### src/rtl/mcps_pkg.sv
`timescale 1ns / 1ps
// ----------------------------------------------------------------------------
// mcps_pkg
// Shared widths, codes, controller/datapath bundles and fixed-point helpers.
// ----------------------------------------------------------------------------
package mcps_pkg;

  localparam int MAX_STATES  = 16;
  localparam int IDX_W       = $clog2(MAX_STATES);
  localparam int CNT_W       = $clog2(MAX_STATES + 1);
  localparam int MTX_DEPTH   = MAX_STATES * MAX_STATES;
  localparam int MTX_AW      = 2 * IDX_W;
  localparam int OP_W        = 2;
  localparam int DATA_W      = 32;
  localparam int STEP_W      = 16;
  localparam int CFG_W       = 5;
  localparam int PROD_W      = 2 * DATA_W;
  localparam int Q_FRAC      = 30;
  localparam int RND_W       = PROD_W - Q_FRAC;
  localparam int ACC_W       = RND_W + IDX_W + 2;

  localparam logic [CFG_W-1:0] STATE_COUNT_RST = CFG_W'(1);

  localparam logic signed [PROD_W-1:0] ROUND_HALF = PROD_W'(64'sd1 <<< (Q_FRAC - 1));
  localparam logic signed [ACC_W-1:0]  ACC_HI     = ACC_W'(64'sh7FFF_FFFF);
  localparam logic signed [ACC_W-1:0]  ACC_LO     = ~ACC_HI;

  typedef enum logic [OP_W-1:0] {
    OP_MTX   = 2'd0,
    OP_START = 2'd1,
    OP_RUN   = 2'd2
  } op_t;

  typedef enum logic [2:0] {
    ST_IDLE,
    ST_INIT,
    ST_MAC,
    ST_DRAIN,
    ST_EMIT
  } state_t;

  typedef struct packed {
    logic             mtx_wr;
    logic             start_wr;
    logic             init_copy;
    logic             mac_issue;
    logic [IDX_W-1:0] mac_row;
    logic [IDX_W-1:0] mac_col;
    logic             mac_first;
    logic             mac_last;
    logic             step_copy;
    logic             out_load;
    logic [IDX_W-1:0] out_idx;
    logic             out_last;
  } cmd_t;

  typedef struct packed {
    logic pipe_empty;
    logic out_free;
  } status_t;

  // zero means one state, anything above storage is clipped
  function automatic logic [CNT_W-1:0] active_states(input logic [CFG_W-1:0] sc);
    logic [CNT_W-1:0] n;
    n = CNT_W'(sc);
    if (sc == '0) begin
      n = CNT_W'(1);
    end else if (32'(sc) > MAX_STATES) begin
      n = CNT_W'(MAX_STATES);
    end
    return n;
  endfunction

  function automatic logic signed [DATA_W-1:0] sat32(input logic signed [ACC_W-1:0] v);
    logic signed [DATA_W-1:0] r;
    r = DATA_W'(v);
    if (v > ACC_HI) begin
      r = DATA_W'(ACC_HI);
    end else if (v < ACC_LO) begin
      r = DATA_W'(ACC_LO);
    end
    return r;
  endfunction

endpackage

### src/rtl/mcps_ctrl.sv
`timescale 1ns / 1ps
// ----------------------------------------------------------------------------
// mcps_ctrl
// Sequencer: decodes words, walks rows/columns/steps, drives result emission.
// ----------------------------------------------------------------------------
module mcps_ctrl import mcps_pkg::*; (
  input  logic              clk,
  input  logic              rst_n,
  input  logic              in_valid,
  output logic              in_ready,
  input  logic [OP_W-1:0]   in_opcode,
  input  logic [STEP_W-1:0] in_step_count,
  input  logic              cfg_valid,
  output logic              cfg_ready,
  input  logic [CFG_W-1:0]  cfg_data,
  input  status_t           status,
  output cmd_t              cmd
);

  state_t            state_r, state_nxt;
  logic [CFG_W-1:0]  state_count_r;
  logic [CNT_W-1:0]  n_r, n_nxt;
  logic [STEP_W-1:0] steps_r, steps_nxt;
  logic [IDX_W-1:0]  row_r, row_nxt;
  logic [IDX_W-1:0]  col_r, col_nxt;
  logic [IDX_W-1:0]  n_m1;

  assign cfg_ready = 1'b1;
  assign n_m1      = IDX_W'(n_r - CNT_W'(1));

  always_ff @(posedge clk) begin
    if (!rst_n) begin
      state_r       <= ST_IDLE;
      state_count_r <= STATE_COUNT_RST;
      n_r           <= CNT_W'(1);
      steps_r       <= '0;
      row_r         <= '0;
      col_r         <= '0;
    end else begin
      state_r <= state_nxt;
      n_r     <= n_nxt;
      steps_r <= steps_nxt;
      row_r   <= row_nxt;
      col_r   <= col_nxt;
      if (cfg_valid) begin
        state_count_r <= cfg_data;
      end
    end
  end

  always_comb begin
    state_nxt = state_r;
    n_nxt     = n_r;
    steps_nxt = steps_r;
    row_nxt   = row_r;
    col_nxt   = col_r;
    cmd       = '0;
    in_ready  = (state_r == ST_IDLE);

    case (state_r)
      ST_IDLE: begin
        if (in_valid) begin
          case (in_opcode)
            OP_MTX:   cmd.mtx_wr   = 1'b1;
            OP_START: cmd.start_wr = 1'b1;
            OP_RUN: begin
              n_nxt     = active_states(state_count_r);
              steps_nxt = in_step_count;
              state_nxt = ST_INIT;
            end
            default: ;
          endcase
        end
      end

      ST_INIT: begin
        cmd.init_copy = 1'b1;
        row_nxt       = '0;
        col_nxt       = '0;
        state_nxt     = (steps_r == '0) ? ST_EMIT : ST_MAC;
      end

      // inner index is the row: one column's dot product finishes per sweep
      ST_MAC: begin
        cmd.mac_issue = 1'b1;
        cmd.mac_row   = row_r;
        cmd.mac_col   = col_r;
        cmd.mac_first = (row_r == '0);
        cmd.mac_last  = (row_r == n_m1);
        if (row_r == n_m1) begin
          row_nxt = '0;
          if (col_r == n_m1) begin
            col_nxt   = '0;
            state_nxt = ST_DRAIN;
          end else begin
            col_nxt = col_r + IDX_W'(1);
          end
        end else begin
          row_nxt = row_r + IDX_W'(1);
        end
      end

      ST_DRAIN: begin
        if (status.pipe_empty) begin
          cmd.step_copy = 1'b1;
          if (steps_r == STEP_W'(1)) begin
            state_nxt = ST_EMIT;
          end else begin
            steps_nxt = steps_r - STEP_W'(1);
            state_nxt = ST_MAC;
          end
        end
      end

      ST_EMIT: begin
        if (status.out_free) begin
          cmd.out_load = 1'b1;
          cmd.out_idx  = row_r;
          cmd.out_last = (row_r == n_m1);
          if (row_r == n_m1) begin
            row_nxt   = '0;
            state_nxt = ST_IDLE;
          end else begin
            row_nxt = row_r + IDX_W'(1);
          end
        end
      end

      default: state_nxt = ST_IDLE;
    endcase
  end

  a_load_free: assert property (@(posedge clk) disable iff (!rst_n)
    cmd.out_load |-> status.out_free)
    else $error("result loaded into a full output register");

  a_copy_drained: assert property (@(posedge clk) disable iff (!rst_n)
    cmd.step_copy |-> status.pipe_empty)
    else $error("vector copied with products still in flight");

  a_pipe_in_run: assert property (@(posedge clk) disable iff (!rst_n)
    !status.pipe_empty |-> (state_r == ST_MAC || state_r == ST_DRAIN))
    else $error("MAC pipeline busy outside a step");

endmodule

### config.mk
export PLATFORM = sky130hd
export DESIGN_NAME = mcps_ctrl
export DESIGN_NICKNAME = d
export VERILOG_FILES = /design/src/rtl/mcps_pkg.sv /design/src/rtl/mcps_ctrl.sv
export SDC_FILE = /design/constraint.sdc
export NUM_CORES = 1
export LEC_CHECK = 0
export BUFFER_PORTS_ARGS = -buffer_cell sky130_fd_sc_hd__buf_2
export CAP_MARGIN = 5
export CORE_UTILIZATION = 23
export CTS_CLUSTER_DIAMETER = 120
export DETAILED_ROUTE_END_ITERATION = 10
export PLACE_DENSITY = 0.43
export SYNTH_ARGS = -nofsm -noshare
export SYNTH_HDL_FRONTEND = slang
export SYNTH_SLANG_ARGS = --single-unit
### constraint.sdc
create_clock -name clk -period 2 [get_ports clk]
set_clock_uncertainty 0.1 [all_clocks]
set_input_delay 0 -clock clk [delete_from_list [all_inputs] [get_ports clk]]
set_output_delay 0 -clock clk [all_outputs]
set_load 0.03 [all_outputs]
======== Word-level counts from Yosys, hierarchy flattened ========
Cells that the tools add are included.
W data, S select, Z words.
storage, ports and cells
  register bits ........................... 36
  bits of input ports ..................... 29
cells by class
  add/sub/neg operators ................... 4
  $lt $le $gt $ge ......................... 1
  equality and inequality tests ........... 17
  muxes and demuxes ....................... 33
  reductions and logical operators ........ 13
operator list
  operator                 count
  $mux W16                 4
  $pmux W16 S2             1
  $mux W3                  9
  $mux W4                  6
  $eq A16 B1 Y1 const B    1
  $logic_not A16 Y1        1
  $sub A16 B1 Y16 const B  1
  $pmux W3 S5              1
  $ne A2 B2 Y1 const B     7
  $mux W6                  2
  $pmux W4 S3              1
  $mux W11                 1
  $add A4 B1 Y4 const B    2
  $eq A4 B4 Y1             2
  $pmux W4 S2              1
  $reduce_and A7 Y1        1
  $eq A3 B2 Y1 const B     2
  $gt A5 B5 Y1 const B     1
  $logic_not A5 Y1         1
  $mux W1                  5
  $reduce_and A5 Y1        1
  $logic_not A4 Y1         1
  $mux W2                  2
  $reduce_and A2 Y1        2
  11 further kinds         12

======== Logic depth before layout (Yosys ltp) ========
Gate-level depths: netlist of the first run.
  depth in word-level cells ............... 5
  mapped depth ............................ 8
  gate-level depth less buffers ........... 7

======== Least setup slack after synthesis of the first run ========
No wires, ideal clock.
  path kind ............................... register to register
  from .................................... register n_r[0]
  to ...................................... register col_r[2]
  library setup time ...................... 116 ps
  arrival time ............................ 1942 ps
  data required time ...................... 1784 ps
  path slack .............................. -158 ps
  stages on the path, launching flop included .. 8
  path buffers ............................ 0
  clock period less this slack ............ 2158 ps
  cell sequence ........................... dfxtp_1 -> inv_1 -> ha_1 -> xnor2_1 -> nor3_4 -> and3_1 -> o22ai_1 -> a31o_1
on the way
  word-level cells in the longest chain between the ends .. 5
  elaborated cells on any way between the ends .. 8
ends and longest elaborated chain
  element                 line             source
  from (decl)             mcps_ctrl.sv:22  logic [CNT_W-1:0] n_r, n_nxt;
  from (signal assigned)  mcps_ctrl.sv:41  n_r <= n_nxt;
  $sub A4 B1 Y4 *         mcps_ctrl.sv:29  assign n_m1 = IDX_W'(n_r - CNT_W'(1));
  $eq A4 B4 Y1            mcps_ctrl.sv:92  if (col_r == n_m1) begin
  $mux W4                 mcps_ctrl.sv:92
  $mux W4                 mcps_ctrl.sv:90  if (row_r == n_m1) begin
  $pmux W4 S2             mcps_ctrl.sv:60  case (state_r)
  to (signal assigned)    mcps_ctrl.sv:44  col_r <= col_nxt;
  to (decl)               mcps_ctrl.sv:25  logic [IDX_W-1:0] col_r, col_nxt;
Every way passes the cells marked *; elsewhere a longest branch is shown, timed or not. The select of a mux whose other input is x is not followed.
A chain may end at the register's enable or synchronous reset.

======== Final worst setup path of the first run ========
  from .................................... register steps_r[6]
  to ...................................... register steps_r[14]
on the way
  word-level cells in the longest chain between the ends .. 4
  elaborated cells on any way between the ends .. 7
ends and longest elaborated chain
  element                 line              source
  from (decl)             mcps_ctrl.sv:23   logic [STEP_W-1:0] steps_r, steps_nxt;
  from (signal assigned)  mcps_ctrl.sv:42   steps_r <= steps_nxt;
  $sub A16 B1 Y16         mcps_ctrl.sv:109  steps_nxt = steps_r - STEP_W'(1);
  $mux W16                mcps_ctrl.sv:106  if (steps_r == STEP_W'(1)) begin
  $mux W16                mcps_ctrl.sv:104  if (status.pipe_empty) begin
  $pmux W16 S2            mcps_ctrl.sv:60
Parallel ways exist; a longest one is shown, timed or not. The select of a mux whose other input is x is not followed.

==> results of run 1 <==
[final timing paths]
path / startpoint / endpoint / slack [ns] / cells past startpoint
hold / removal: in_step_count[14] / steps_r[14] / 0.02 / 3
hold reg to reg: n_r[1] / n_r[1] / 0.38 / 2
setup / recovery: steps_r[6] / steps_r[14] / -0.02 / 5
setup reg to reg: steps_r[6] / steps_r[14] / -0.02 / 5
[through the flow]
stage | total power [mW] | util [%] | hold WS [ns] | setup TNS (ns)
after floorplan | 1.80 | - | 0.0170 | 0
after global placement | 2.42 | 30.6 | 0.137 | -0.0806
after detailed placement | 2.42 | 30.6 | 0.139 | -0.133
after CTS | 3.16 | 34.2 | 0.00475 | -0.0552
after global routing | 3.44 | 35.4 | 0.0313 | -0.600
final | 3.22 | 35.4 | 0.0186 | -0.0289
[logic make-up after synthesis]
family / after synthesis / synth area share, %
fa+ha+maj: 7 / 3.61
flops: 36 / 29.7
other cells: 1 / 0.155
simple gates: 129 / 30.6
buf+inv: 28 / 4.96
mux: 8 / 3.30
xor+xnor: 12 / 4.96
compound gates: 79 / 22.7
[cell usage after synthesis (all sizes together) (3+ instances only)]
| library cell | number |
|---|---|
| nor2 | 21 |
| ha | 7 |
| dfxtp | 36 |
| and3 | 13 |
| clkbuf | 9 |
| a31oi | 4 |
| buf | 9 |
| mux2i | 8 |
| a21oi | 27 |
| o21ai | 12 |
| o211ai | 5 |
| nor3 | 11 |
| or4 | 5 |
| or3 | 5 |
| xnor2 | 10 |
| nand3 | 8 |
| inv | 9 |
| nor4 | 7 |
| nand3b | 6 |
| o41ai | 3 |
| or2 | 3 |
| nand2b | 4 |
| and2 | 7 |
| o31ai | 5 |
| nand2 | 30 |
| o32ai | 4 |
[cell type report]
cell class	count	share of cell area, %
clock buffer	5	1.89
sequential	36	19.9
clock inverter	3	1.17
timing repair buffer	126	25.3
tap	136	4.68
inverter	10	1.03
multi-input combinational	236	46.0
[power breakdown]
group	internal (mW)	switching, mW	leakage [nW]
clock network	0.370	0.302	0.0541
registers	0.785	0.0576	0.293
logic	0.785	0.916	1.22
[tightest hold or removal path, stage by stage]
cell	delay (ns)
buf_2	0.11
a22oi_1	0.16
o32ai_1	0.09
[timing repair]
item / CTS / global route
buffers inserted: 0 / 5
hold buffers: 24 / 0
endpoints found under the hold margin: 19 / 0
pin swaps: 3 / 10
resized for setup: 4 / 16
setup endpoints to repair: 8 / 27
[sequential cells by signal, indices dropped and copies added, names as in the netlist]
| signal | cells |
|---|---|
| col_r | 4 |
| n_r | 4 |
| row_r | 4 |
| state_r | 3 |
| steps_r | 16 |
| state_count_r | 5 |
[routing by layer]
layer  track usage, %  routed length (um)  vias up
met1             17.5                3490     1260
met3             2.62                 326       12
li1                 -                   -     1334
met5                0                   0        -
met2             24.3                3580       62
met4             4.12                 104        0
==> results.md, run 1 <==
- Largest net degree at the start of global routing: 25
- H-tree Lvls: 2
- Most frequent cells in the layout: buf_4 (49), buf_2 (48), dfxtp_1 (33)
- Row count: 37
- Crit end category: flop
- Core area: 0.0103 mm2
- Area of the die: 0.0110 mm2
- Commonest non-fill, non-tap cell in the layout: buf_4
- Clock-pin transition on the worst setup and hold timing paths: 0.08 ns
- DR DRC count: 0
- Avg WL per Cell: 13.6 um
- Mean Syn Cell Area: 8.08 um2
- Async SR Flop Fraction: 0%
- Share of cells above drive strength 1: 34.6%
- Synth area leaders: dfxtp_1 (30%), a21oi_1 (5.4%), nand2_1 (4.5%)
- Worst slack, placed: -0.0640 ns
- Chip height: 105 um
- NumNets Final: 451
- Grt ovf: 0
- Dpl cell area: 0.00314 mm2
- Remaining antenna violation count: 0
- CP bufs+invs: 1
- Starting density of the core: 23.6%
- Cts bufs inserted: 5
- Post-route design area: 0.00364 mm2
- Syn. warnings: 0
- Outcome: complete, but fails checks
- Arrival time at the worst endpoint: 2.07 ns
- RSZ-0062 raised after global routing: yes
- First-pass GRT wire length: 12.6 mm
- Clock Tree Root: clkbuf_8
- Boundary Pins: 52
- Crit path kind: flop to flop
- Die width: 105 um
- Worst-Margin Slew: 0.595 ns
- Final Cycle Share: 101%
- Antenna violations before repair: 0
- Antenna diodes: 0
- Max_cap viols: 0
- Vias in the first global route: 2583
- Crit-path max FO: 3
- Maximum root-to-sink buffer count: 2
- Fill cells: 1120
- Startpoint Class: flop
- Post-synth net total: 336
- EDFF count, synth: 0
- Gate Count Post-Synth: 300
- Routability cong.: 0.747
- Minimum clock period: 2.02 ns
- Seq. cell area: 724 um2
- Number of clock sinks: 36
- Failing checks: setup timing
- Final Hold Fails: 0
- Clock latency on the worst-skew pair: 0.29 ns
- Final Max Slew Viols: 0
- CP max stage delay: 0.55 ns
- Detail Placement HPWL: 5.58 mm
- Count of cell types in the netlist: 65
- Area grow syn2layout: 50.0%
- Yosys top cell area share: 29.7%
- Worst path slowest cell: or4_4
- Min-delay worst type: input pin to flop
- DR vias: 2668
- Sequential area share after synthesis: 29.7%
- Power Density: 884 mW/mm2
- Critical Path, Cell by Cell: or4_4 > buf_4 > or4_1 > a21oi_1 > o32ai_1
- Mapped cell area: 0.00242 mm2
- Final WS setup: -0.0164 ns
- Multi-input gate area: 0.00167 mm2
- Setup violators final: 2
- Delay-heaviest family, CP: simple AND/OR/NAND/NOR gates
- DRT Wirelength: 7.50 mm
- Port Buf Inserts: 50
- Final cell count without fillers: 552
- Vias/cell: 4.83
- Fmax: 0.496 GHz
- First-pass DRT Iterations: 5
- Leakage: 1.57 nW
- Most used DFF post-synth: dfxtp_1
- Post-Place Cells: 515
- Maximum VDD drop: 0.000379 V
- CP Data Required Time: 2.05 ns
- CTS tree: built
- Total GRT Usage: 14.0%
- Slew Limit Headroom: 60.3%
- #FFs+latches synth: 36
- Area leader, netlist: dfxtp_1
- Number of DRC markers in iteration 0: 78
Power figures use the tool's default switching activity.
==> inputs of run 2 (changes only) <==
Clock period 2 ns to 1.85 ns, I/O delays scaled along.
==> results.md, run 2 (synthesis gave the netlist of run 1 again) <==
- Largest net degree at the start of global routing: 34 (+36%)
- First-pass GRT wire length: 13.0 mm (+3.7%)
- Maximum VDD drop: 0.000437 V (+15%)
- Max reg flops: 16 (unchanged)
- Hold Crit Depth: 3 (unchanged)
- Failing checks: setup timing
- Clock Tree Root: clkbuf_8
- Detail Placement HPWL: 5.44 mm (-2.4%)
- Worst hold slack: 0.0297 ns (+0.0111 ns)
- CTS tree: built
- Fmax: 0.494 GHz (-0.43%)
- Number of DRC markers in iteration 0: 73 (-6.4%)
- Number of clock sinks: 36 (unchanged)
- Commonest non-fill, non-tap cell in the layout: buf_4
- Biggest register: steps_r
- Antenna violations before repair: 0 (unchanged)
- Most frequent cells in the layout: buf_4 (51), buf_2 (48), dfxtp_1 (30)
- Crit path kind: flop to flop
- Clock share of power: 19.2% (-1.7 points)
- Avg WL per Cell: 14.9 um (+9.5%)
- Die width: 105 um (unchanged)
- Final Cycle Share: 109% (+8.6 points)
- Remaining antenna violation count: 0 (unchanged)
- Vias/cell: 4.89 (+1.2%)
- Startpoint Class: flop
- DR DRC count: 0 (unchanged)
- Vias in the first global route: 2671 (+3.4%)
- Internal: 2.26 mW (+17%)
- R2r setup slk: -0.18 ns (-0.16 ns)
- Core area: 0.0103 mm2 (unchanged)
- Crit-path max FO: 8 (+5)
- Leakage: 1.68 nW (+7.4%)
- DR vias: 2744 (+2.8%)
- Total GRT Usage: 14.8% (+0.79 points)
- CP Data Required Time: 1.94 ns (-0.11 ns)
- Minimum clock period: 2.03 ns (+0.00867 ns)
- CP max stage delay: 0.54 ns (about the same)
- Arrival time at the worst endpoint: 2.12 ns (+0.05 ns)
- Critical Path, Cell by Cell: or4_4 > nand4b_1 > a21oi_4 > buf_6 > buf_12 > a21o_1 > a21oi_1
- Clock latency on the worst-skew pair: 0.29 ns (about the same)
- Starting density of the core: 23.6% (unchanged)
- H-tree Lvls: 2 (unchanged)
- Comb pwr share: 56.5% (+3.6 points)
- Final Hold Fails: 0 (unchanged)
- Chip height: 105 um (unchanged)
- Switching part of the total power: 40.3% (+0.66 points)
- Final Max Slew Viols: 0 (unchanged)
- Port Buf Inserts: 50 (unchanged)
- Antenna diodes: 0 (unchanged)
- Worst Hold Path EP: steps_r[14]
- Worst reg2reg path startpoint: steps_r[13]
- Power Density: 971 mW/mm2 (+9.8%)
- Final WS setup: -0.175 ns (-0.159 ns)
- Delay-heaviest family, CP: simple AND/OR/NAND/NOR gates
- Boundary Pins: 52 (unchanged)
- Cts bufs inserted: 5 (unchanged)
- NumNets Final: 460 (+2.0%)
- Crit end category: flop
- Share of cells above drive strength 1: 40.9% (+6.3 points)
- Reg-to-Reg End: steps_r[3]
- CP bufs+invs: 2 (+1)
- Hold_sp: in_step_count[14]
- Area grow syn2layout: 61.1%
- RSZ-0062 raised after global routing: yes
- R2R cell count: 7 (+2)
- Worst slack, placed: -0.116 ns (-0.0521 ns)
- First-pass DRT Iterations: 4 (-1)
- Maximum root-to-sink buffer count: 2 (unchanged)
- Largest registers: steps_r (16), state_count_r (5)
- Sw Pwr: 1.53 mW (+20%)
- Routability cong.: 0.795 (+6.4%)
- Sequential share of power: 24.2% (-2.0 points)
- Clock-pin transition on the worst setup and hold timing paths: 0.09 ns (about the same)
- Min-delay worst type: input pin to flop
- Row count: 37 (unchanged)
- DRT Wirelength: 8.35 mm (+11%)
- Area of the die: 0.0110 mm2 (unchanged)
- Outcome: complete, but fails checks
- Setup violators final: 24 (+22)
- Worst path slowest cell: or4_4
- Grt ovf: 0 (unchanged)
- Max_cap viols: 0 (unchanged)
[run 2: changes by cell type in the layout (fill, tap and decap cells not counted), sizes merged]
cell         before  now
buf             101  110
clkbuf            6    7
dlygate4sd3      24   23
[run 2: through the flow]
| stage | area, um2 | util [%] | std cells | TNS (ns) | power [mW] |
|---|---|---|---|---|---|
| global route | 3910 | 38.0 | 561 | -4.47 | 4.02 |
| CTS | 3730 | 36.3 | 559 | -1.69 | 3.66 |
| detailed placement | 3260 | 31.8 | 525 | -1.04 | 2.72 |
| floorplan | 2470 | - | 300 | -0.170 | 1.98 |
| global placement | 3260 | 31.8 | 525 | -0.610 | 2.72 |
| finish | 3910 | 38.0 | 561 | -2.70 | 3.79 |
[run 2: worst max-delay path by stage]
stage / cells after the start / start / slack [ns] / endpoint
2_1_floorplan: 5 / row_r[2] / -0.06 / col_r[3]
3_3_place_gp: 7 / n_r[1] / -0.1 / col_r[3]
3_5_place_dp: 6 / steps_r[13] / -0.12 / steps_r[10]
4_1_cts: 6 / steps_r[13] / -0.12 / steps_r[10]
5_1_grt: 7 / steps_r[13] / -0.25 / steps_r[9]
6_report: 7 / steps_r[13] / -0.18 / steps_r[3]
[run 2: timing repair]
action / CTS / global route
hold endpoints to repair: 18 / 0
hold buffers: 23 / 0
pin swaps: 5 / 18
gates resized for setup: 15 / 28
buffers inserted: 2 / 1
setup endpoints to repair: 26 / 29
gates cloned: 1 / 2
[run 2: power groups by stage]
stage          logic [mW]  registers (mW)  clock network [mW]
2_1_floorplan        1.05           0.927                   0
3_3_place_gp         1.80           0.926                   0
3_5_place_dp         1.79           0.929                   0
4_1_cts              2.00           0.912               0.756
5_1_grt              2.31           0.932               0.778
6_report             2.14           0.918               0.729
[run 2: area by class of cell]
type | instances | area, um2
clock buffers | 5 | 68.8
clock inverters | 3 | 42.5
fillers | 1073 | 6370
inverters | 10 | 37.5
multi-input cells | 236 | 1800
flip-flops and latches | 36 | 728
well taps | 136 | 170
repair buffers | 135 | 1060
[run 2: worst min-delay path: cells and delay by family]
family          cells  cell delay (ns)
compound gates      2             0.29
buf+inv             1             0.09
[run 2: per-layer routing]
metal,GRT usage (%),share of wire [%],vias to the layer above
met3,2.18,3.1,9
met1,19.1,48,1319
met2,25.8,48,58
met5,0,0,-
met4,3.32,0.99,0
li1,-,-,1358
